`src/sv/mfb_pkg.sv`:
```
package mfb_pkg;

   localparam int PANEL_WIDTH  = 1024;
   localparam int PANEL_HEIGHT = 512;
   localparam int PITCH        = (PANEL_WIDTH + 7) / 8;

   localparam int STORE_DEPTH = 65536;
   localparam int ADDR_W      = $clog2(STORE_DEPTH);

   localparam int CMD_DEPTH  = 4;
   localparam int CMD_PTR_W  = $clog2(CMD_DEPTH);
   localparam int CMD_CNT_W  = $clog2(CMD_DEPTH + 1);
   localparam int RSP_DEPTH  = 8;
   localparam int RSP_PTR_W  = $clog2(RSP_DEPTH);
   localparam int RSP_CNT_W  = $clog2(RSP_DEPTH + 1);

   localparam logic [7:0] THRESHOLD_RESET = 8'd128;
   localparam logic [8:0] FULL_ROW_LAST   = 9'(PANEL_HEIGHT - 1);

   localparam logic [1:0] KIND_PIXEL   = 2'd0;
   localparam logic [1:0] KIND_FLUSH   = 2'd1;
   localparam logic [1:0] KIND_REQUEST = 2'd2;

   localparam logic [2:0] ACT_WRITE   = 3'd0;
   localparam logic [2:0] ACT_DROP    = 3'd1;
   localparam logic [2:0] ACT_FULL    = 3'd2;
   localparam logic [2:0] ACT_PARTIAL = 3'd3;
   localparam logic [2:0] ACT_NONE    = 3'd4;
   localparam logic [2:0] ACT_NOTED   = 3'd5;

   typedef enum logic [1:0] {
      OP_WRITE,
      OP_DROP,
      OP_FLUSH,
      OP_REQUEST
   } op_type;

   typedef struct packed {
      op_type              op;
      logic [ADDR_W-1:0]   addr;
      logic [7:0]          mask;
      logic                white;
      logic [8:0]          row;
   } cmd_type;

   typedef struct packed {
      logic [2:0]          action;
      logic [ADDR_W-1:0]   byte_address;
      logic [7:0]          byte_value;
      logic [8:0]          row_first;
      logic [8:0]          row_last;
   } rsp_type;

endpackage

```
`src/sv/mfb_cmd_queue.sv`:
```
module mfb_cmd_queue (
   input  logic               clock,
   input  logic               reset,
   input  logic               push,
   input  mfb_pkg::cmd_type   push_data,
   output logic               full,
   input  logic               pop,
   output mfb_pkg::cmd_type   head,
   output logic               empty
);
   import mfb_pkg::*;

   cmd_type                entry_ff [CMD_DEPTH];
   logic [CMD_PTR_W-1:0]   wr_ptr_ff;
   logic [CMD_PTR_W-1:0]   wr_ptr_in;
   logic [CMD_PTR_W-1:0]   rd_ptr_ff;
   logic [CMD_PTR_W-1:0]   rd_ptr_in;
   logic [CMD_CNT_W-1:0]   count_ff;
   logic [CMD_CNT_W-1:0]   count_in;
   logic                   do_push;
   logic                   do_pop;

   assign full    = (count_ff == CMD_CNT_W'(CMD_DEPTH));
   assign empty   = (count_ff == '0);
   assign head    = entry_ff[rd_ptr_ff];
   assign do_push = push && !full;
   assign do_pop  = pop && !empty;

   always_comb begin
      wr_ptr_in = do_push ? CMD_PTR_W'(wr_ptr_ff + 1'b1) : wr_ptr_ff;
      rd_ptr_in = do_pop ? CMD_PTR_W'(rd_ptr_ff + 1'b1) : rd_ptr_ff;
      count_in  = count_ff;
      if (do_push && !do_pop) begin
         count_in = CMD_CNT_W'(count_ff + 1'b1);
      end else if (do_pop && !do_push) begin
         count_in = CMD_CNT_W'(count_ff - 1'b1);
      end
   end

   always_ff @(posedge clock) begin
      if (reset) begin
         wr_ptr_ff <= '0;
         rd_ptr_ff <= '0;
         count_ff  <= '0;
      end else begin
         wr_ptr_ff <= wr_ptr_in;
         rd_ptr_ff <= rd_ptr_in;
         count_ff  <= count_in;
      end
   end

   always_ff @(posedge clock) begin
      if (do_push) begin
         entry_ff[wr_ptr_ff] <= push_data;
      end
   end

endmodule

```
`config.mk`:
```
export PLATFORM = sky130hd
export DESIGN_NAME = mfb_cmd_queue
export DESIGN_NICKNAME = d
export VERILOG_FILES = /design/src/sv/mfb_pkg.sv /design/src/sv/mfb_cmd_queue.sv
export SDC_FILE = /design/constraint.sdc
export NUM_CORES = 1
export LEC_CHECK = 0
export ABC_AREA = 1
export BUFFER_PORTS_ARGS = -buffer_cell sky130_fd_sc_hd__buf_2
export CAP_MARGIN = 20
export CORE_MARGIN = 2
export CORE_UTILIZATION = 42
export DETAILED_ROUTE_END_ITERATION = 8
export MAX_ROUTING_LAYER = met4
export PLACE_DENSITY_LB_ADDON = 0.2
export SLEW_MARGIN = 20
export SYNTH_ARGS = -nofsm -noshare
export SYNTH_HDL_FRONTEND = slang
export SYNTH_SLANG_ARGS = --single-unit
```
`constraint.sdc`:
```
create_clock -name clock -period 4.2 [get_ports clock]
set_input_delay 0.42 -clock clock [delete_from_list [all_inputs] [get_ports clock]]
set_output_delay 0.42 -clock clock [all_outputs]
set_load 0.1 [all_outputs]
```
==> results.ini <==
[status]
status=finished, final reports clean

[clock_network]
h-tree-depth=4
cts_setup_buffers=0
cts_root_buf=clkbuf_16
cts_tree=done
clock_latency_ns=0.41
ctsHoldBuffers=0
path_clk_slew_ns=0.06
cts_buffers=17
cts_buffer_depth=2
cts.sinks=153
post_cts_resized=0

[worst_setup_path]
crit_buf_inv=2
slowest_stage=dfxtp_2
worst_setup_path_start_kind=flop
crit_path_max_fanout=50
ff2ff_path_depth=5
crit_family=flip-flops
path_cells=buf_4 -> o21ai_0 -> o22ai_1 -> buf_2
path_depth=4
critPathArrivalTime_ns=2.54
worstPathRequired_ns=3.78
worstSetupPathType=reg2out
cp-end-kind=output pin
slowest_delay_ns=0.94
rrSetupSlack_ns=2.00

[min_path]
hold_depth=1
worst_hold_path_type=in2reg

[placed_design]
placed_cells=659
place.gp.congestion=0.724
place_area_um2=6370
io_buffer_count=77
hpwl_um=6930

[detailed_routing]
drc_errors=0
dr.pass1.iters=5
totalWireLength_um=11800
ant_nets=0
vias=3524
wire_per_inst_um=17.0
viasPerCell=5.09
dr.first_iter.drc_count=267

[floorplan]
die_h_um=122
rows=43
core-area_um2=13700
ios=78
initial_utilization_pct=42.6
dieArea_um2=14900
fp.dieW_um=122

[grt]
grt.overflow.total=0
grt_pass1_wl_um=17900
grt_max_degree=73
grt_usage_pct=16.8
grt_pass1_vias=3377
antenna_found_initial=1

[job]
max_cap_viol_count=0

[power_and_ir_drop]
ir_worst_vdd_mv=0.538
p_total_mw=5.49
power_leakage_nw=2.47
powerDensity_nw_per_um2=796

[layout]
fillerInstances=1183
register_area_um2=4510
multi_input_area_um2=1140
layout.nets=544
fin_cells=692
final_area_um2=6890
area_growth_pct=18.0
drive_above_1_share_pct=22.9

[yosys]
synth_seq_cells=153
yosysTopAreaCell=edfxtp_1
synthDistinctLibCells=21
synth_area_leaders=edfxtp_1 (74%), nor2_1 (5.5%), o22ai_1 (3.9%), o21ai_1 (3.3%), dfxtp_1 (3.1%)
syn-cell-area_um2=5840
netlist_instances=418
synth_top_area_share_pct=74.0
syn_avg_cell_area_um2=14.0
syn_nets=464
yosysSeqAreaShare_pct=77.1
yosysWarningCount=0

[sta]
slew-limit-headroom_pct=35.9
rsz0062_at_grt=false
fin_crit_sh_pct=70.5
worst_pin_slew_ns=0.960
finalSetupViolCount=0
hold_violations=0
final.min_clock_period_ns=2.96
skew_ns=0.00445
fin_setup_tns_ns=0
maxSlewViolCount=0
fmax_ghz=0.338
fin_hold_ws_ns=0.222

logic make-up (layout without fill, tap and decap cells):
family	count (synthesis)	count (layout)	synth area share, %
compound gates	112	112	10.4
xor+xnor	1	1	0.150
fa+ha+maj	6	6	1.41
buf+inv	40	133	3.98
flops	153	153	77.1
other cells	0	1	0
simple gates	106	106	7.00
per-layer routing:
metal / share of wire, % / vias up / GRT usage, %
li1: - / 1701 / -
met2: 48 / 92 / 24.8
met5: 0 / - / -
met1: 45 / 1722 / 21.9
met3: 6.0 / 9 / 4.96
met4: 0.90 / 0 / 6.68
sequential cells by signal, summed over array words and instances (netlist names), named ones only:
register,count
rd_ptr_ff,2
count_ff,3
wr_ptr_ff,2
entry_ff,144
cell usage after synthesis:
cell      number
inv_1         16
o21ai_1       38
o22ai_1       36
nand2_1       14
nor2_1        86
edfxtp_1     144
dfxtp_1        9
buf_2          7
buf_4         10
nand2_2        1
buf_6          3
fa_1           1
ha_1           5
clkinv_2       1
nand3b_1       1
nand3_1        4
xor2_1         1
inv_6          1
clkbuf_4       2
a21oi_1        3
o21ai_0       35
worst paths after layout:
path                      start              end
setup / recovery           flop          head[1]
hold / removal    push_data[20]  entry_ff[0][20]
setup reg to reg    count_ff[0]  entry_ff[0][25]
hold reg to reg    rd_ptr_ff[0]     rd_ptr_ff[0]
through the flow:
stage / setup WS (ns) / util, %
2_1_floorplan: 1.59 / -
3_3_place_gp: 1.66 / 46.4
3_5_place_dp: 1.62 / 46.4
4_1_cts: 1.19 / 50.2
5_1_grt: 1.01 / 50.3
6_report: 1.24 / 50.3
layout by cell type, fill, tap and decap left out:
master      netlist  routed
nand2_2           1       1
clkinvlp_4        0       1
nor2_4            0       4
dfxtp_2           0       1
nor2_1           86      82
buf_2             7      77
nand3_1           4       4
fa_1              1       1
buf_4            10       6
clkinv_2          1       8
nand3b_1          1       1
nand2_1          14      14
bufinv_16         0       1
o21ai_1          38      38
a21oi_1           3       3
clkbuf_1          0       3
clkbuf_16         0      17
clkinv_1          0       3
o21ai_0          35      35
diode_2           0       1
dfxtp_1           9       8
ha_1              5       5
o22ai_1          36      36
edfxtp_1        144     144
inv_1            16      16
xor2_1            1       1
inv_6             1       1
layout make-up:
| cell class | instances | share of cell area, % |
|---|---|---|
| Clock inverter | 12 | 1.22 |
| Inverter | 18 | 1.07 |
| Sequential cell | 153 | 65.4 |
| Antenna cell | 1 | 0.0363 |
| Clock buffer | 20 | 6.33 |
| Multi-Input combinational cell | 225 | 16.5 |
| Tap cell | 180 | 3.27 |
| Timing Repair Buffer | 83 | 6.24 |
worst reg2reg max path: stages, from the launching register on:
cell     delay (ns)
dfxtp_1        0.39
nor2_1         0.08
nand2_1        0.13
nand2_2        0.18
nor2_4         0.75
buf_4          0.37
report_power, final:
group | internal (mW) | switching [mW] | leakage (nW) | total (mW)
clock | 0.799 | 0.548 | 0.259 | 1.35
combinational | 0.330 | 1.86 | 0.820 | 2.19
sequential | 1.86 | 0.0979 | 1.39 | 1.96
total | 2.99 | 2.50 | 2.47 | 5.49
(Power assumes the default switching activity.)
