**src/sv/mfb_pkg.sv**
```systemverilog
package mfb_pkg;

   localparam int PANEL_WIDTH  = 1024;
   localparam int PANEL_HEIGHT = 512;
   localparam int PITCH        = (PANEL_WIDTH + 7) / 8;

   localparam int STORE_DEPTH = 65536;
   localparam int ADDR_W      = $clog2(STORE_DEPTH);

   localparam int CMD_DEPTH  = 4;
   localparam int CMD_PTR_W  = $clog2(CMD_DEPTH);
   localparam int CMD_CNT_W  = $clog2(CMD_DEPTH + 1);
   localparam int RSP_DEPTH  = 8;
   localparam int RSP_PTR_W  = $clog2(RSP_DEPTH);
   localparam int RSP_CNT_W  = $clog2(RSP_DEPTH + 1);

   localparam logic [7:0] THRESHOLD_RESET = 8'd128;
   localparam logic [8:0] FULL_ROW_LAST   = 9'(PANEL_HEIGHT - 1);

   localparam logic [1:0] KIND_PIXEL   = 2'd0;
   localparam logic [1:0] KIND_FLUSH   = 2'd1;
   localparam logic [1:0] KIND_REQUEST = 2'd2;

   localparam logic [2:0] ACT_WRITE   = 3'd0;
   localparam logic [2:0] ACT_DROP    = 3'd1;
   localparam logic [2:0] ACT_FULL    = 3'd2;
   localparam logic [2:0] ACT_PARTIAL = 3'd3;
   localparam logic [2:0] ACT_NONE    = 3'd4;
   localparam logic [2:0] ACT_NOTED   = 3'd5;

   typedef enum logic [1:0] {
      OP_WRITE,
      OP_DROP,
      OP_FLUSH,
      OP_REQUEST
   } op_type;

   typedef struct packed {
      op_type              op;
      logic [ADDR_W-1:0]   addr;
      logic [7:0]          mask;
      logic                white;
      logic [8:0]          row;
   } cmd_type;

   typedef struct packed {
      logic [2:0]          action;
      logic [ADDR_W-1:0]   byte_address;
      logic [7:0]          byte_value;
      logic [8:0]          row_first;
      logic [8:0]          row_last;
   } rsp_type;

endpackage

```
**src/sv/mfb_front.sv**
```systemverilog
module mfb_front (
   input  logic                   clock,
   input  logic                   reset,
   input  logic                   csr_valid,
   input  logic [7:0]             csr_gray_threshold,
   input  logic [1:0]             req_kind,
   input  logic signed [12:0]     req_pixel_x,
   input  logic signed [12:0]     req_pixel_y,
   input  logic [15:0]            req_color,
   output mfb_pkg::cmd_type       cmd
);
   import mfb_pkg::*;

   logic [7:0]  threshold_ff;
   logic [7:0]  threshold_in;
   logic [7:0]  r8;
   logic [7:0]  g8;
   logic [7:0]  b8;
   logic [15:0] luma_sum;
   logic        off_panel;
   logic [31:0] addr_full;

   assign threshold_in = csr_valid ? csr_gray_threshold : threshold_ff;

   always_ff @(posedge clock) begin
      if (reset) begin
         threshold_ff <= THRESHOLD_RESET;
      end else begin
         threshold_ff <= threshold_in;
      end
   end

   // widen each channel by bit replication, then weighted luma
   assign r8 = {req_color[15:11], req_color[15:13]};
   assign g8 = {req_color[10:5], req_color[10:9]};
   assign b8 = {req_color[4:0], req_color[4:2]};
   assign luma_sum = 16'(16'(r8) * 16'd76 + 16'(g8) * 16'd150 + 16'(b8) * 16'd30);

   assign off_panel = req_pixel_x[12] || req_pixel_y[12]
                   || ({1'b0, req_pixel_x[11:0]} >= 13'(PANEL_WIDTH))
                   || ({1'b0, req_pixel_y[11:0]} >= 13'(PANEL_HEIGHT));

   assign addr_full = 32'(req_pixel_y[11:0]) * 32'(PITCH) + 32'(req_pixel_x[11:3]);

   always_comb begin
      cmd.addr  = addr_full[ADDR_W-1:0];
      cmd.mask  = 8'h80 >> req_pixel_x[2:0];
      cmd.white = (luma_sum[15:8] >= threshold_ff);
      cmd.row   = req_pixel_y[8:0];
      case (req_kind)
         KIND_PIXEL:   cmd.op = off_panel ? OP_DROP : OP_WRITE;
         KIND_FLUSH:   cmd.op = OP_FLUSH;
         KIND_REQUEST: cmd.op = OP_REQUEST;
         default:      cmd.op = OP_DROP;
      endcase
   end

endmodule

```
**config.mk**
```make
export PLATFORM = sky130hd
export DESIGN_NAME = mfb_front
export DESIGN_NICKNAME = d
export VERILOG_FILES = /design/src/sv/mfb_pkg.sv /design/src/sv/mfb_front.sv
export SDC_FILE = /design/constraint.sdc
export NUM_CORES = 1
export LEC_CHECK = 0
export BUFFER_PORTS_ARGS = -buffer_cell sky130_fd_sc_hd__buf_2
export CELL_PAD_IN_SITES_DETAIL_PLACEMENT = 1
export CELL_PAD_IN_SITES_GLOBAL_PLACEMENT = 2
export CORE_ASPECT_RATIO = 1.2
export CORE_MARGIN = 2
export CORE_UTILIZATION = 30
export CTS_CLUSTER_SIZE = 40
export DETAILED_ROUTE_END_ITERATION = 12
export HOLD_SLACK_MARGIN = 0.05
export PLACE_DENSITY_LB_ADDON = 0.1
export SYNTH_ARGS = -nofsm -noshare
export SYNTH_HDL_FRONTEND = slang
export SYNTH_SLANG_ARGS = --single-unit
```
**constraint.sdc**
```tcl
create_clock -name clock -period 5.5 [get_ports clock]
set_input_delay 0.275 -clock clock [delete_from_list [all_inputs] [get_ports clock]]
set_output_delay 0.275 -clock clock [all_outputs]
set_load 0.05 [all_outputs]
```
==> impl_metrics.toml, run 1 <==
[yosys]
syn_area_mm2 = 0.00387
synth-simple-area-share_pct = 11.0
synthFlopType = "dfxtp_1"
syn_area_per_cell_um2 = 8.62
yosysWarnings = 0
yosysSeqAreaShare_pct = 4.14
ys_ff_latch = 8
ys_types = 46
synthMuxAreaShare_pct = 2.07
synthAdderAreaFrac_pct = 49.8
synth_nets = 637
synth-xor-area-share_pct = 7.69
synth_compound_area_share_pct = 13.4
async_flop_share_pct = 0
syn-instance-count = 449
synth_edf_count = 0
synth_top_family_by_area = "adder cells"

[hold_path]
hold-path-cell-count = 3
hp-start = "csr_gray_threshold[7]"
hold_end = "threshold_ff[7]$_SDFFE_PP1P_"
hold_path.class = "in -> reg"

[power_and_ir_drop]
powerDensity_mw_per_mm2 = 659
combPwrFrac_pct = 94.6
peakVddDrop_mv = 0.606
p_switching_w = 0.00160
p_clk_share_pct = 3.5
intPower_w = 0.00180
power_w = 0.00340
swShare_pct = 47.0
seqPwrFrac_pct = 1.9
leakage_nw = 2.76

[cells_and_area]
drive_above_1_share_pct = 33.2
fin_area_mm2 = 0.00516
final_common_cell = "ha_1"
fillers = 1530
diodes = 0
final_cell_mix = "85 x ha_1, 84 x inv_1, 71 x buf_2"
multi_input_area_mm2 = 0.00351
ff_latch_area_um2 = 160
syn2layout_area_growth_pct = 33.2
nets = 759
largest_register_ffs = 8
reg_top3 = "threshold_ff x8"
largest_register = "threshold_ff"

[sta]
worst_clock_skew_ns = 0
fin_crit_ns = 5.50
fmax_ghz = 0.182
slew_headroom_pct = 75.5
tightestPinTransition_ns = 0.358
rsz0062_at_grt = "true"
final_min_period_over_clock_period_pct = 100
finalHoldWorstSlack_ns = 0.281
setup_viol = 0
setup_tns_ns = 0
worst_slack_ns = 0.00217
finalMaxSlewViolations = 0
hold_viol = 0

[global_routing]
antenna_found_initial = 0
grt_pass1_vias = 3617
grt_pass1_wl_um = 15500
grt.total_usage_pct = 13.3
gr-total-overflow = 0
grt_start_max_net_pins = 10

[place]
gp_congestion = 0.732
io_buffers = 76
dp_hpwl_um = 8150
place_area_mm2 = 0.00477
pre_cts_slack_ns = -0.499

[critical_path]
cp_max_fo = 3
worstSetupStartpointType = "input pin"
crit_required_ns = 5.22
path_class = "in -> out"
end_kind = "output port"
rrSetupSlack_ns = 4.90
arrival_ns = 5.22
rr_worst_depth = 2
r2r_start = "threshold_ff[2]$_SDFFE_PP0P_"
timing.rr.end = "threshold_ff[2]$_SDFFE_PP0P_"

[detailed_routing]
route.antenna.remaining_nets = 0
via_per_inst = 4.62
route.detailed.drc = 0
drtIter0Drc = 77
dr.pass1.iters = 4
vias = 3383
wl_per_cell_um = 12.3
finalWirelength_um = 9000

[cts]
clockBufferDepth = 2
hold_buffers = 0
clockRootBuffer = "clkbuf_16"
clock-sinks = 8
cts.htree.levels = 1
cts_tree = "built"
cts.clk_slew.worst_paths_ns = 0.04
clkLatencyLatePin_ns = 0.23
cts_buffers = 3

[die]
fp.dieW_um = 108
die_h_um = 128
dieArea_mm2 = 0.0138
initial_utilization_pct = 30.7
core_mm2 = 0.0126
row_count = 45
ios = 91

[job]
cap_violations = 0

[status]
status = "complete, no violations"
-- critical path: stages --
cell and delay, ns:
buf_8 0.10, ha_4 0.23, ha_4 0.26, inv_2 0.03, fa_1 0.47, fa_1 0.54, inv_2 0.05, ha_4 0.21
buf_4 0.14, o21a_1 0.21, nand3_2 0.09, nand2b_4 0.13, o311ai_2 0.11, buf_4 0.16, fa_1 0.54, inv_2 0.04
ha_4 0.26, buf_4 0.11, nand3_1 0.07, o21ai_2 0.17, buf_4 0.15, o22ai_1 0.09, xnor2_1 0.14, ha_1 0.27
nand2_1 0.08, o21ai_4 0.15, buf_6 0.17
-- through the flow --
stage               util [%]  cells
finish                  40.9    733
global route            40.9    733
CTS                     40.6    733
detailed placement      37.8    728
global placement        37.8    728
floorplan                  -    449
-- how the worst max path moves through the flow --
stage,from,end,cells after the start
6_report,req_color[9],cmd[9],27
5_1_grt,req_color[9],cmd[9],26
4_1_cts,req_color[4],cmd[9],23
3_5_place_dp,req_color[7],cmd[9],25
3_3_place_gp,req_color[7],cmd[9],25
2_1_floorplan,req_color[7],cmd[9],24
-- what timing repair did --
action,in CTS,in global routing
setup endpoints to repair,1,1
pin swaps,50,18
setup buffers,2,0
resized for setup,50,8
-- power by group through the flow --
| stage | sequential (W) | clock, W | combinational (W) |
|---|---|---|---|
| floorplan | 0.0000640 | 0 | 0.00207 |
| global placement | 0.0000645 | 0 | 0.00275 |
| detailed placement | 0.0000645 | 0 | 0.00282 |
| CTS | 0.0000638 | 0.000123 | 0.00329 |
| global route | 0.0000641 | 0.000125 | 0.00364 |
| finish | 0.0000636 | 0.000120 | 0.00322 |
-- Yosys cell counts (2+ instances only) --
master | instances | area share [%]
inv_1 | 90 | 8.7
a21boi_0 | 2 | 0.39
dfxtp_1 | 8 | 4.1
a21oi_2 | 5 | 1.1
clkbuf_1 | 2 | 0.19
fa_1 | 35 | 18
o21ai_0 | 11 | 1.4
or2_2 | 2 | 0.32
mux2i_1 | 8 | 2.1
and3_1 | 4 | 0.65
buf_4 | 16 | 3.1
and3b_1 | 2 | 0.45
nor2_1 | 25 | 2.4
ha_1 | 98 | 32
a21oi_1 | 15 | 1.9
o21a_1 | 6 | 1.2
xnor2_1 | 26 | 5.9
or4_1 | 2 | 0.39
nor3b_1 | 3 | 0.58
o311ai_0 | 2 | 0.45
nor2b_1 | 4 | 0.65
nor4_1 | 2 | 0.32
o21ai_1 | 4 | 0.52
nand4_1 | 2 | 0.32
a21o_1 | 15 | 2.9
xor2_1 | 8 | 1.8
nor3_1 | 6 | 0.78
nand2_1 | 21 | 2.0
nand2b_1 | 4 | 0.65
nand3_1 | 5 | 0.65
-- layout make-up --
| type | instances | share of cell area (%) |
|---|---|---|
| Multi-Input combinational cell | 333 | 68.1 |
| Tap cell | 164 | 3.98 |
| Sequential cell | 8 | 3.11 |
| Clock buffer | 3 | 1.46 |
| Timing Repair Buffer | 135 | 16.8 |
| Inverter | 90 | 6.55 |
-- cell families (layout without fill, tap and decap cells) --
kind of cell	count (synthesis)	in the layout
DFF	8	8
xor gates and xnor gates	34	34
adders and majority gates	133	133
buffers and inverters	108	228
AOI/OAI and AO/OA	72	72
muxes	8	8
and+or+nand+nor	86	86
-- per-layer routing --
layer / GRT usage [%] / wire length (um) / up-vias
li1: - / - / 1717
met1: 15.4 / 3720 / 1615
met2: 27.5 / 5030 / 49
met3: 0.253 / 228 / 2
met4: 1.36 / 21 / 0
met5: 0 / 0 / -
Power figures use the tool's default switching activity.
==> inputs of run 2 (changes only) <==
Settings changed: CORE_UTILIZATION 30 to 33, GPL_ROUTABILITY_DRIVEN set to 0.
Clock period 5.5 ns to 5.9 ns, I/O delays scaled along.
==> impl_metrics.toml, run 2 (same netlist as run 1, synthesis figures left out) <==
[detailed_routing]
wl_per_cell_um = 12.3
vias = 3194
via_per_inst = 4.68
route.detailed.drc = 0
route.antenna.remaining_nets = 0
drtIter0Drc = 30
finalWirelength_um = 8400
dr.pass1.iters = 4

[global_routing]
grt_start_max_net_pins = 10
grt_pass1_vias = 3356
grt.total_usage_pct = 14.0
grt_pass1_wl_um = 14500
gr-total-overflow = 0
antenna_found_initial = 0

[hold_path]
hold_path.class = "in -> reg"
hp-start = "csr_gray_threshold[7]"

[sta]
tightestPinTransition_ns = 0.431
fmax_ghz = 0.177
fin_crit_ns = 5.64
setup_viol = 0
final_min_period_over_clock_period_pct = 95.6
worst_slack_ns = 0.258
worst_clock_skew_ns = 0
hold_viol = 0
slew_headroom_pct = 70.6
finalHoldWorstSlack_ns = 0.286
finalMaxSlewViolations = 0

[cts]
clkLatencyLatePin_ns = 0.23
cts_buffers = 3
hold_buffers = 0
clockBufferDepth = 2
clock-sinks = 8
cts_tree = "built"
cts.htree.levels = 1
clockRootBuffer = "clkbuf_16"
cts.clk_slew.worst_paths_ns = 0.04

[cells_and_area]
reg_top3 = "threshold_ff x8"
fin_area_mm2 = 0.00477
nets = 716
fillers = 1424
largest_register_ffs = 8
diodes = 0
drive_above_1_share_pct = 26.4
final_common_cell = "ha_1"
final_cell_mix = "86 x ha_1, 85 x inv_1, 73 x buf_2"
syn2layout_area_growth_pct = 23.1
largest_register = "threshold_ff"

[die]
ios = 91
row_count = 43
core_mm2 = 0.0115
die_h_um = 123
dieArea_mm2 = 0.0126
fp.dieW_um = 103
initial_utilization_pct = 33.6

[critical_path]
rrSetupSlack_ns = 5.30
cp_max_fo = 4
end_kind = "output port"
crit_required_ns = 5.61
path_class = "in -> out"
worstSetupStartpointType = "input pin"
r2r_start = "threshold_ff[6]$_SDFFE_PP0P_"
startpoint = "req_color[6]"
arrival_ns = 5.35

[place]
place_area_mm2 = 0.00443
dp_hpwl_um = 7600
pre_cts_slack_ns = -0.102
io_buffers = 76

[status]
status = "complete, no violations"

[power_and_ir_drop]
leakage_nw = 2.54
peakVddDrop_mv = 0.488
powerDensity_mw_per_mm2 = 605

[job]
cap_violations = 0
run 2: worst paths after layout:
| path | to | cells after the start |
|---|---|---|
| min reg2reg | threshold_ff[5]$_SDFFE_PP0P_ | 2 |
| max reg2reg | threshold_ff[6]$_SDFFE_PP0P_ | 2 |
| min | threshold_ff[7]$_SDFFE_PP1P_ | 3 |
| max | cmd[9] | 28 |
run 2: stage by stage:
| step | total power (W) | std cells | utilization (%) | TNS, ns |
|---|---|---|---|---|
| finish | 0.00288 | 683 | 41.4 | 0 |
| CTS | 0.00264 | 682 | 39.2 | 0 |
| global placement | 0.00239 | 679 | 38.5 | -0.0812 |
| global route | 0.00331 | 683 | 41.4 | -0.0102 |
| floorplan | 0.00190 | 449 | - | 0 |
| detailed placement | 0.00244 | 679 | 38.5 | -0.102 |
run 2: area by class of cell:
cell class / instances / area (um2) / share of cell area, %
Tap cell: 157 / 196 / 4.12
Clock buffer: 3 / 75.1 / 1.57
Sequential cell: 8 / 160 / 3.36
Multi-Input combinational cell: 333 / 3480 / 73.0
Timing Repair Buffer: 92 / 515 / 10.8
Inverter: 90 / 338 / 7.09
run 2: what timing repair did:
action,4_1_cts,5_1_grt
gates resized for setup,4,39
cloned,0,0
pin swaps,1,28
setup endpoints to repair,1,1
buffers inserted,0,1
run 2: metal layers:
metal	track usage (%)	routed length, um	up-vias
met5	0	0	-
met4	2.22	44	0
met3	0.626	227	4
met2	27.6	4600	53
met1	16.5	3530	1511
li1	-	-	1626
run 2: worst max-delay path, cell delays in order:
cell and delay [ns]:
buf_2 0.12, ha_4 0.23, ha_1 0.28, ha_1 0.27
inv_1 0.04, fa_1 0.49, inv_2 0.05, ha_4 0.24
inv_2 0.06, nor2_1 0.04, o21a_1 0.18, o21a_1 0.20
buf_4 0.13, o21a_1 0.17, o311ai_2 0.30, buf_4 0.17
fa_1 0.39, inv_2 0.08, ha_4 0.19, buf_4 0.14
nand3_1 0.08, o21ai_2 0.09, o41ai_2 0.30, xor2_1 0.19
ha_1 0.26, a21oi_1 0.12, o21ai_1 0.09, buf_6 0.16
run 2: power by group:
part           internal [W]  switching, W  total (W)
clock             0.0000874     0.0000275   0.000115
sequential        0.0000577    0.00000153  0.0000593
combinational       0.00136       0.00135    0.00271
