`src/sv/mfb_pkg.sv`:
```
package mfb_pkg;

   localparam int PANEL_WIDTH  = 1024;
   localparam int PANEL_HEIGHT = 512;
   localparam int PITCH        = (PANEL_WIDTH + 7) / 8;

   localparam int STORE_DEPTH = 65536;
   localparam int ADDR_W      = $clog2(STORE_DEPTH);

   localparam int CMD_DEPTH  = 4;
   localparam int CMD_PTR_W  = $clog2(CMD_DEPTH);
   localparam int CMD_CNT_W  = $clog2(CMD_DEPTH + 1);
   localparam int RSP_DEPTH  = 8;
   localparam int RSP_PTR_W  = $clog2(RSP_DEPTH);
   localparam int RSP_CNT_W  = $clog2(RSP_DEPTH + 1);

   localparam logic [7:0] THRESHOLD_RESET = 8'd128;
   localparam logic [8:0] FULL_ROW_LAST   = 9'(PANEL_HEIGHT - 1);

   localparam logic [1:0] KIND_PIXEL   = 2'd0;
   localparam logic [1:0] KIND_FLUSH   = 2'd1;
   localparam logic [1:0] KIND_REQUEST = 2'd2;

   localparam logic [2:0] ACT_WRITE   = 3'd0;
   localparam logic [2:0] ACT_DROP    = 3'd1;
   localparam logic [2:0] ACT_FULL    = 3'd2;
   localparam logic [2:0] ACT_PARTIAL = 3'd3;
   localparam logic [2:0] ACT_NONE    = 3'd4;
   localparam logic [2:0] ACT_NOTED   = 3'd5;

   typedef enum logic [1:0] {
      OP_WRITE,
      OP_DROP,
      OP_FLUSH,
      OP_REQUEST
   } op_type;

   typedef struct packed {
      op_type              op;
      logic [ADDR_W-1:0]   addr;
      logic [7:0]          mask;
      logic                white;
      logic [8:0]          row;
   } cmd_type;

   typedef struct packed {
      logic [2:0]          action;
      logic [ADDR_W-1:0]   byte_address;
      logic [7:0]          byte_value;
      logic [8:0]          row_first;
      logic [8:0]          row_last;
   } rsp_type;

endpackage

```
`src/sv/mfb_rsp_queue.sv`:
```
module mfb_rsp_queue (
   input  logic                          clock,
   input  logic                          reset,
   input  logic                          push,
   input  mfb_pkg::rsp_type              push_data,
   input  logic                          pop,
   output mfb_pkg::rsp_type              head,
   output logic                          empty,
   output logic [mfb_pkg::RSP_CNT_W-1:0] count
);
   import mfb_pkg::*;

   rsp_type                entry_ff [RSP_DEPTH];
   logic [RSP_PTR_W-1:0]   wr_ptr_ff;
   logic [RSP_PTR_W-1:0]   wr_ptr_in;
   logic [RSP_PTR_W-1:0]   rd_ptr_ff;
   logic [RSP_PTR_W-1:0]   rd_ptr_in;
   logic [RSP_CNT_W-1:0]   count_ff;
   logic [RSP_CNT_W-1:0]   count_in;
   logic                   do_pop;

   assign empty  = (count_ff == '0);
   assign count  = count_ff;
   assign head   = entry_ff[rd_ptr_ff];
   assign do_pop = pop && !empty;

   always_comb begin
      wr_ptr_in = push ? RSP_PTR_W'(wr_ptr_ff + 1'b1) : wr_ptr_ff;
      rd_ptr_in = do_pop ? RSP_PTR_W'(rd_ptr_ff + 1'b1) : rd_ptr_ff;
      count_in  = count_ff;
      if (push && !do_pop) begin
         count_in = RSP_CNT_W'(count_ff + 1'b1);
      end else if (do_pop && !push) begin
         count_in = RSP_CNT_W'(count_ff - 1'b1);
      end
   end

   always_ff @(posedge clock) begin
      if (reset) begin
         wr_ptr_ff <= '0;
         rd_ptr_ff <= '0;
         count_ff  <= '0;
      end else begin
         wr_ptr_ff <= wr_ptr_in;
         rd_ptr_ff <= rd_ptr_in;
         count_ff  <= count_in;
      end
   end

   always_ff @(posedge clock) begin
      if (push) begin
         entry_ff[wr_ptr_ff] <= push_data;
      end
   end

endmodule

```
`config.mk`:
```
export PLATFORM = sky130hd
export DESIGN_NAME = mfb_rsp_queue
export DESIGN_NICKNAME = d
export VERILOG_FILES = /design/src/sv/mfb_pkg.sv /design/src/sv/mfb_rsp_queue.sv
export SDC_FILE = /design/constraint.sdc
export NUM_CORES = 1
export LEC_CHECK = 0
export BUFFER_PORTS_ARGS = -buffer_cell sky130_fd_sc_hd__buf_2
export CORE_MARGIN = 8
export CORE_UTILIZATION = 50
export CTS_BUF_LIST = sky130_fd_sc_hd__clkbuf_4 sky130_fd_sc_hd__clkbuf_8 sky130_fd_sc_hd__clkbuf_16
export CTS_CLUSTER_DIAMETER = 60
export DETAILED_ROUTE_END_ITERATION = 8
export GPL_TIMING_DRIVEN = 0
export PLACE_DENSITY = 0.7
export SLEW_MARGIN = 10
export SYNTH_ARGS = -nofsm -noshare
export SYNTH_HDL_FRONTEND = slang
export SYNTH_SLANG_ARGS = --single-unit
```
`constraint.sdc`:
```
create_clock -name clock -period 5 [get_ports clock]
set_input_delay 0.25 -clock clock [delete_from_list [all_inputs] [get_ports clock]]
set_output_delay 0.25 -clock clock [all_outputs]
set_load 0.005 [all_outputs]
```
==> out/metrics.yaml, run 1 <==
logic_synthesis:
  syn-instance-count: 589
  netlist-cell-type-count: 25
  synth.cell_area_mm2: 0.0145
  mean_syn_cell_area_um2: 24.6
  synth_enable_flop_cells: 360
  postSynthRegisterBits: 373
  synth.net_count: 644
  seq_total_area_yosys: 0.764
  async_flop_share: 0
  synth.yosys.warnings: 0
  dominantRegCellSynth: "sky130_fd_sc_hd__edfxtp_1"
floorplan:
  chipWidth_um: 186
  overall_die_height_um: 186
  floorplan.die_area_mm2: 0.0347
  core_area_mm2: 0.0286
  num_rows: 62
  num_io_pins: 99
  start_util: 0.506
finish:
  drive_gt1_frac: 0.304
  finish.utilization: 0.607
  final_nets: 837
  final_cell_mix: "360 x sky130_fd_sc_hd__edfxtp_1, 98 x sky130_fd_sc_hd__buf_2, 90 x sky130_fd_sc_hd__mux4_1"
  final_design_area_no_fill_mm2: 0.0174
  area_delta_synth_final_pct: 20.0
  mostFrequentLayoutCell: "sky130_fd_sc_hd__edfxtp_1"
global_routing:
  grt_pass1_vias: 7357
  pin_count_of_the_biggest_net_entering_global_routing: 20
  grt_first_pass_wirelength_um: 44100
  overall_routing_resource_usage: 0.175
  initial_antenna_violation_count: 0
  globalRouteOverflowTotal: 0
placement:
  placedInstanceArea_mm2: 0.0160
  port_buffers: 98
  dpl.hpwl_um: 18900
  routability_cong: 0.716
  pre_cts_ws_ps: 2390
route:
  postRouteWirelength_um: 29800
  drt_pass1_iterations: 6
  detail-route-antenna-nets: 0
  drt-initial-drc-count: 448
  vias_per_cell: 5.61
  drcViolationCount: 0
  wl_per_cell_um: 25.1
  num_vias: 6670
timing:
  final.setup.tns_ps: 0
  report.final.setup_viol: 0
  finalHoldViolCount: 0
  final_critical_path_setup_slack_ps: 2200
  tightest_slew_ps: 881
  finClkSkew_ps: 18.3
  period_share: 0.561
  final_number_of_max_transition_violations: 0
  timing.final.crit_period_ps: 2800
  hold_ws_ps: 14.2
  achievable-frequency_ghz: 0.357
  grt_setup_unrepaired: "false"
  max_slew_margin_vs_limit: 0.409
clock_network:
  clockBufferDepth: 3
  cts.sink_count: 373
  cts.reportedPaths.clkPinSlew_ps: 60
  cts-root-buf: "sky130_fd_sc_hd__clkbuf_16"
  postCtsHoldBufs: 31
  cts_setup_buffers: 0
  htreeDepth: 2
  clk-insertion-delay-late_ps: 520
  cts_inserted_buffers: 37
  cts_tree: "yes"
  postCtsResizedCells: 0
setup_path:
  cp_max_fo: 10
  slowest_stage: "sky130_fd_sc_hd__buf_1"
  crit_path_capture_type: "primary output"
  ff2ff_path_depth: 8
  cp_data_arrival_time_ps: 2550
  timing.critical_path.slowest_cell_delay_ps: 590
  path_cells: "clkbuf_2 -> buf_1 -> mux4_1 -> mux2_2 -> buf_2"
  required_ps: 4750
  critPathKind: "reg2out"
  worst_setup_path_start_kind: "flip-flop"
worst_hold_path:
  hold_depth: 1
  hold_path_class: "in2reg"
power:
  total_leakage_power_nw: 5.85
  power_per_cell_area_mw_per_mm2: 443
  max-vdd-ir-drop_mv: 0.250
run:
  max_cap_violations: 0
outcome:
  status: "complete, no violations"
layout make-up:
type,count,area [um2]
flip-flops and latches,373,11100
multi-input cells,187,3290
clock inverters,20,135
well taps,384,480
repair buffers,154,1260
plain buffers,27,179
diodes,1,2.50
inverters,2,7.51
fillers,1950,11200
clock buffers,40,955
flip-flops by register name, summed over array words and instances (netlist names), named ones only:
register and cells:
entry_ff 360, count 4, rd_ptr_ff 3, wr_ptr_ff 3
per-layer routing:
metal	vias up	wire length, um	part of all wire	global-route usage
met5	-	0	0	0
met4	0	582	0.020	0.0508
met3	48	1730	0.058	0.0346
met2	190	15300	0.51	0.304
met1	3460	12200	0.41	0.221
li1	2972	-	-	-
path summary, 6_finish.rpt:
check                         endpoint                      start  slack, ps
max reg2reg      count[3]$_SDFFE_PP0P_      count[1]$_SDFFE_PP0P_       2340
min reg2reg  wr_ptr_ff[2]$_SDFFE_PP0P_  wr_ptr_ff[2]$_SDFFE_PP0P_        560
max                            head[1]                  flip-flop       2200
min           entry_ff[7][8]$_DFFE_PP_               push_data[8]         10
where the power goes:
group / total (W) / switching (W) / internal (W) / leakage, nW
Clock: 0.00252 / 0.00109 / 0.00143 / 0.544
Combinational: 0.00159 / 0.000731 / 0.000863 / 1.93
Sequential: 0.00359 / 0.0000575 / 0.00353 / 3.38
Total: 0.00770 / 0.00188 / 0.00582 / 5.85
Yosys cell counts (all sizes together) (2+ instances only):
cell / n / share of area
a21oi: 2 / 0.00069
buf: 18 / 0.0098
clkbuf: 9 / 0.0025
dfxtp: 13 / 0.018
edfxtp: 360 / 0.75
ha: 5 / 0.0043
inv: 2 / 0.00052
mux2: 46 / 0.036
mux2i: 3 / 0.0021
mux4: 90 / 0.16
nand2: 3 / 0.00078
nand2b: 3 / 0.0013
nor2: 20 / 0.0052
nor3: 2 / 0.00069
xnor2: 3 / 0.0018
xor2: 3 / 0.0018
worst max-delay path: cells and delay by family, from the launching register on:
family / cells / cell delay, ps
DFF: 1 / 310
buffers and inverters: 3 / 980
muxes: 2 / 750
logic make-up after synthesis:
logic type	after synthesis	share of synthesized area
adders and majority gates	6	0.00570
AOI/OAI and AO/OA	5	0.00354
muxes	139	0.201
buffers and inverters	29	0.0129
and+or+nand+nor	31	0.00915
xor gates and xnor gates	6	0.00363
DFF	373	0.764
stage by stage:
step	power (W)	std cells
finish	0.00770	1188
global route	0.00798	1187
CTS	0.00779	1187
detailed placement	0.00525	1096
global placement	0.00517	1071
floorplan	0.00468	589
Note: power is estimated with default switching activity, not from simulation.
==> inputs of run 2 (changes only) <==
--- a/config.mk
+++ b/config.mk
@@ -5,6 +5,7 @@
 export SDC_FILE = /design/constraint.sdc
 export NUM_CORES = 1
 export LEC_CHECK = 0
+export ABC_AREA = 1
 export BUFFER_PORTS_ARGS = -buffer_cell sky130_fd_sc_hd__buf_2
 export CORE_MARGIN = 8
 export CORE_UTILIZATION = 50
==> constraint.sdc (replaced) <==
create_clock -name clock -period 2.95 [get_ports clock]
set_input_delay 0.1475 -clock clock [delete_from_list [all_inputs] [get_ports clock]]
set_output_delay 0.1475 -clock clock [all_outputs]
set_load 0.005 [all_outputs]
==> out/metrics.yaml, run 2 <==
clock_network:
  postCtsResizedCells: 0  # unchanged
  htreeDepth: 2  # unchanged
  cts.reportedPaths.clkPinSlew_ps: 60  # about the same
  cts_inserted_buffers: 38  # +2.7%
  cts.sink_count: 373  # unchanged
  clockBufferDepth: 3  # unchanged
  cts-root-buf: "sky130_fd_sc_hd__clkbuf_16"
  cts_tree: "yes"
  clk-insertion-delay-late_ps: 520  # about the same
placement:
  dpl.hpwl_um: 21400  # +13%
  port_buffers: 98  # unchanged
  routability_cong: 0.777  # +8.5%
  placed_cells: 1781  # +63%
  pre_cts_ws_ps: 841  # -1550 ps
timing:
  period_share: 0.833
  timing.final.crit_period_ps: 2460
  final_number_of_max_transition_violations: 0  # unchanged
  tightest_slew_ps: 887  # +6.07 ps
  finClkSkew_ps: 16.5  # -1.81 ps
  grt_setup_unrepaired: "false"
  finalHoldViolCount: 0  # unchanged
  achievable-frequency_ghz: 0.407
  report.final.setup_viol: 0  # unchanged
  final_critical_path_setup_slack_ps: 493  # -1700 ps
  max_slew_margin_vs_limit: 0.407  # -0.00225
logic_synthesis:
  synth.cell_area_mm2: 0.0150  # +3.2%
  synth_area_leader_cell: "sky130_fd_sc_hd__edfxtp_1"
  seq_total_area_yosys: 0.740  # -0.0237
  synth_top_cell_area_share: 0.723  # -0.0231
  mean_syn_cell_area_um2: 11.6  # -53%
  synth.yosys.warnings: 0  # unchanged
  async_flop_share: 0  # unchanged
  largest_cells_by_area_after_synthesis: "sky130_fd_sc_hd__edfxtp_1 72%, sky130_fd_sc_hd__nor2_1 9.4%, sky130_fd_sc_hd__nand2_1 6.1%, sky130_fd_sc_hd__o21ai_1 3.3%, sky130_fd_sc_hd__o21ai_0 2.8%"
  dominantRegCellSynth: "sky130_fd_sc_hd__edfxtp_1"
  synth_enable_flop_cells: 360  # unchanged
  syn-instance-count: 1284  # +120%
  postSynthRegisterBits: 373  # unchanged
  synth.most_common_cell: "sky130_fd_sc_hd__nor2_1"
  netlist-cell-type-count: 19  # -24%
  synth.net_count: 1339  # +110%
  synth.top_cells.by_count: "376 x sky130_fd_sc_hd__nor2_1, 360 x sky130_fd_sc_hd__edfxtp_1, 244 x sky130_fd_sc_hd__nand2_1"
finish:
  seqCellArea_mm2: 0.0111  # unchanged
  multi_input_comb_area_mm2: 0.00350  # +6.4%
  fillerInstances: 2305  # +18%
  mostFrequentLayoutCell: "sky130_fd_sc_hd__nor2_1"
  area_delta_synth_final_pct: 19.4
  layoutNonFillerInstCount: 1897  # +60%
  largest-register: "entry_ff"
  final_nets: 1535  # +83%
  final_cell_mix: "368 x sky130_fd_sc_hd__nor2_1, 360 x sky130_fd_sc_hd__edfxtp_1, 244 x sky130_fd_sc_hd__nand2_1"
  drive_gt1_frac: 0.146  # -0.158
  largest_register_ffs: 360  # unchanged
global_routing:
  pin_count_of_the_biggest_net_entering_global_routing: 27  # +35%
  globalRouteOverflowTotal: 0  # unchanged
  grt_pass1_vias: 9845  # +34%
  initial_antenna_violation_count: 1  # +1
  grt_first_pass_wirelength_um: 52900  # +20%
  overall_routing_resource_usage: 0.189  # +0.0144
route:
  drt-initial-drc-count: 802  # +79%
  dr_wl_met2_um: 17100  # +12%
  postRouteWirelength_um: 33800  # +13%
  vias_per_cell: 5.14  # -8.4%
  num_vias: 9758  # +46%
  wirelength_met1_um: 13800  # +14%
  detail-route-antenna-nets: 0  # unchanged
  route.met3.wl_um: 2070  # +20%
  wl_per_cell_um: 17.8  # -29%
  drt_pass1_iterations: 5  # -1
  dr.max_layer_used: "met4"
  drcViolationCount: 0  # unchanged
setup_path:
  slowest_stage: "sky130_fd_sc_hd__buf_2"
  cp_max_fo: 10  # unchanged
  path_cells: "buf_2 -> inv_2 -> buf_2 -> nor2_1 -> o21ai_0 -> nand2_1 -> nand2_1 -> nand2_1 -> buf_2"
  crit_path_capture_type: "primary output"
  required_ps: 2800  # -1950 ps
  ff2ff_path_depth: 11  # +3
  timing.critical_path.slowest_cell_delay_ps: 350  # -240 ps
  worst-path-stages: 9  # +4
  critPathKind: "reg2out"
  cp.buffers_inverters: 4  # +1
  cp_data_arrival_time_ps: 2310  # -240 ps
  crit_family: "buffers and inverters"
  worst_setup_path_start_kind: "flip-flop"
  regToRegSetupSlack_ps: 810  # -1530 ps
floorplan:
  num_io_pins: 99  # unchanged
  overall_die_height_um: 189  # +1.4%
  chipWidth_um: 189  # +1.4%
  num_rows: 63  # +1.6%
  core_area_mm2: 0.0296  # +3.3%
  floorplan.die_area_mm2: 0.0357  # +2.9%
  start_util: 0.506  # about the same
power:
  power_per_cell_area_mw_per_mm2: 771  # +74%
  p_total_w: 0.0138  # +79%
  total_leakage_power_nw: 6.69  # +14%
  max-vdd-ir-drop_mv: 0.638  # +160%
run:
  max_cap_violations: 0  # unchanged
outcome:
  status: "complete, no violations"
worst_hold_path:
  hold_depth: 2  # +1
  hold_path_class: "in2reg"
==> run 2: cell types whose count changed in the layout (fill, tap and decap cells not counted), moves of 12 or more <==
cell	delta
sky130_fd_sc_hd__buf_2	+29
sky130_fd_sc_hd__clkbuf_1	+12
sky130_fd_sc_hd__dlygate4sd3_1	+18
sky130_fd_sc_hd__mux2_2	-46
sky130_fd_sc_hd__mux4_1	-90
sky130_fd_sc_hd__nand2_1	+241
sky130_fd_sc_hd__nor2_1	+354
sky130_fd_sc_hd__o21ai_0	+85
sky130_fd_sc_hd__o21ai_1	+100
==> run 2: per-layer routing <==
layer,global-route usage,up-vias
met3,0.0320,59
met2,0.333,306
li1,-,4789
met1,0.236,4604
met5,0,-
met4,0.0562,0
==> run 2: logic make-up after synthesis <==
logic type                 after synthesis  synth area share
DFF                                    373             0.740
AOI/OAI and AO/OA                      193            0.0646
xor gates and xnor gates                 2           0.00117
buffers and inverters                   82            0.0298
and+or+nand+nor                        628             0.158
adders and majority gates                6           0.00552
==> run 2: final timing paths <==
check | endpoint | startpoint
setup / recovery | head[0] | flip-flop
hold / removal | entry_ff[4][31]$_DFFE_PP_ | push_data[31]
setup reg to reg | count[3]$_SDFFE_PP0P_ | count[0]$_SDFFE_PP0P_
hold reg to reg | flip-flop | rd_ptr_ff[1]$_SDFFE_PP0P_
==> run 2: timing repair <==
item | CTS | global route
hold buffers | 49 | 0
hold endpoints to repair | 371 | 0
buffers inserted | 0 | 0
==> run 2: report_power, final <==
| group | switching, W | internal [W] |
|---|---|---|
| logic | 0.00205 | 0.00115 |
| registers | 0.0000633 | 0.00597 |
| clock network | 0.00188 | 0.00265 |
==> run 2: through the flow <==
stage | hold WS, ps | area (um2) | TNS [ps] | utilization
finish | 459 | 17900 | 0 | 0.604
global route | 457 | 17900 | 0 | 0.604
CTS | 415 | 17900 | 0 | 0.604
detailed placement | 411 | 16200 | 0 | 0.548
global placement | 402 | 15900 | -514630 | 0.539
floorplan | 217 | 15000 | -8580 | -
==> run 2: worst reg2reg max path: cells and delay by family (launching register included) <==
kind                     cells  cell delay, ps
AND/OR/NAND/NOR              6             890
adder cells (fa/ha/maj)      2             500
flip-flops                   1             400
buffers and inverters        3             250
==> run 2: area by class of cell <==
type	instances	area share
clock buffers	50	0.0603
flip-flops and latches	373	0.620
well taps	390	0.0273
repair buffers	156	0.0659
clock inverters	16	0.00575
plain buffers	67	0.0218
diodes	1	0.000140
multi-input cells	829	0.196
inverters	15	0.00315
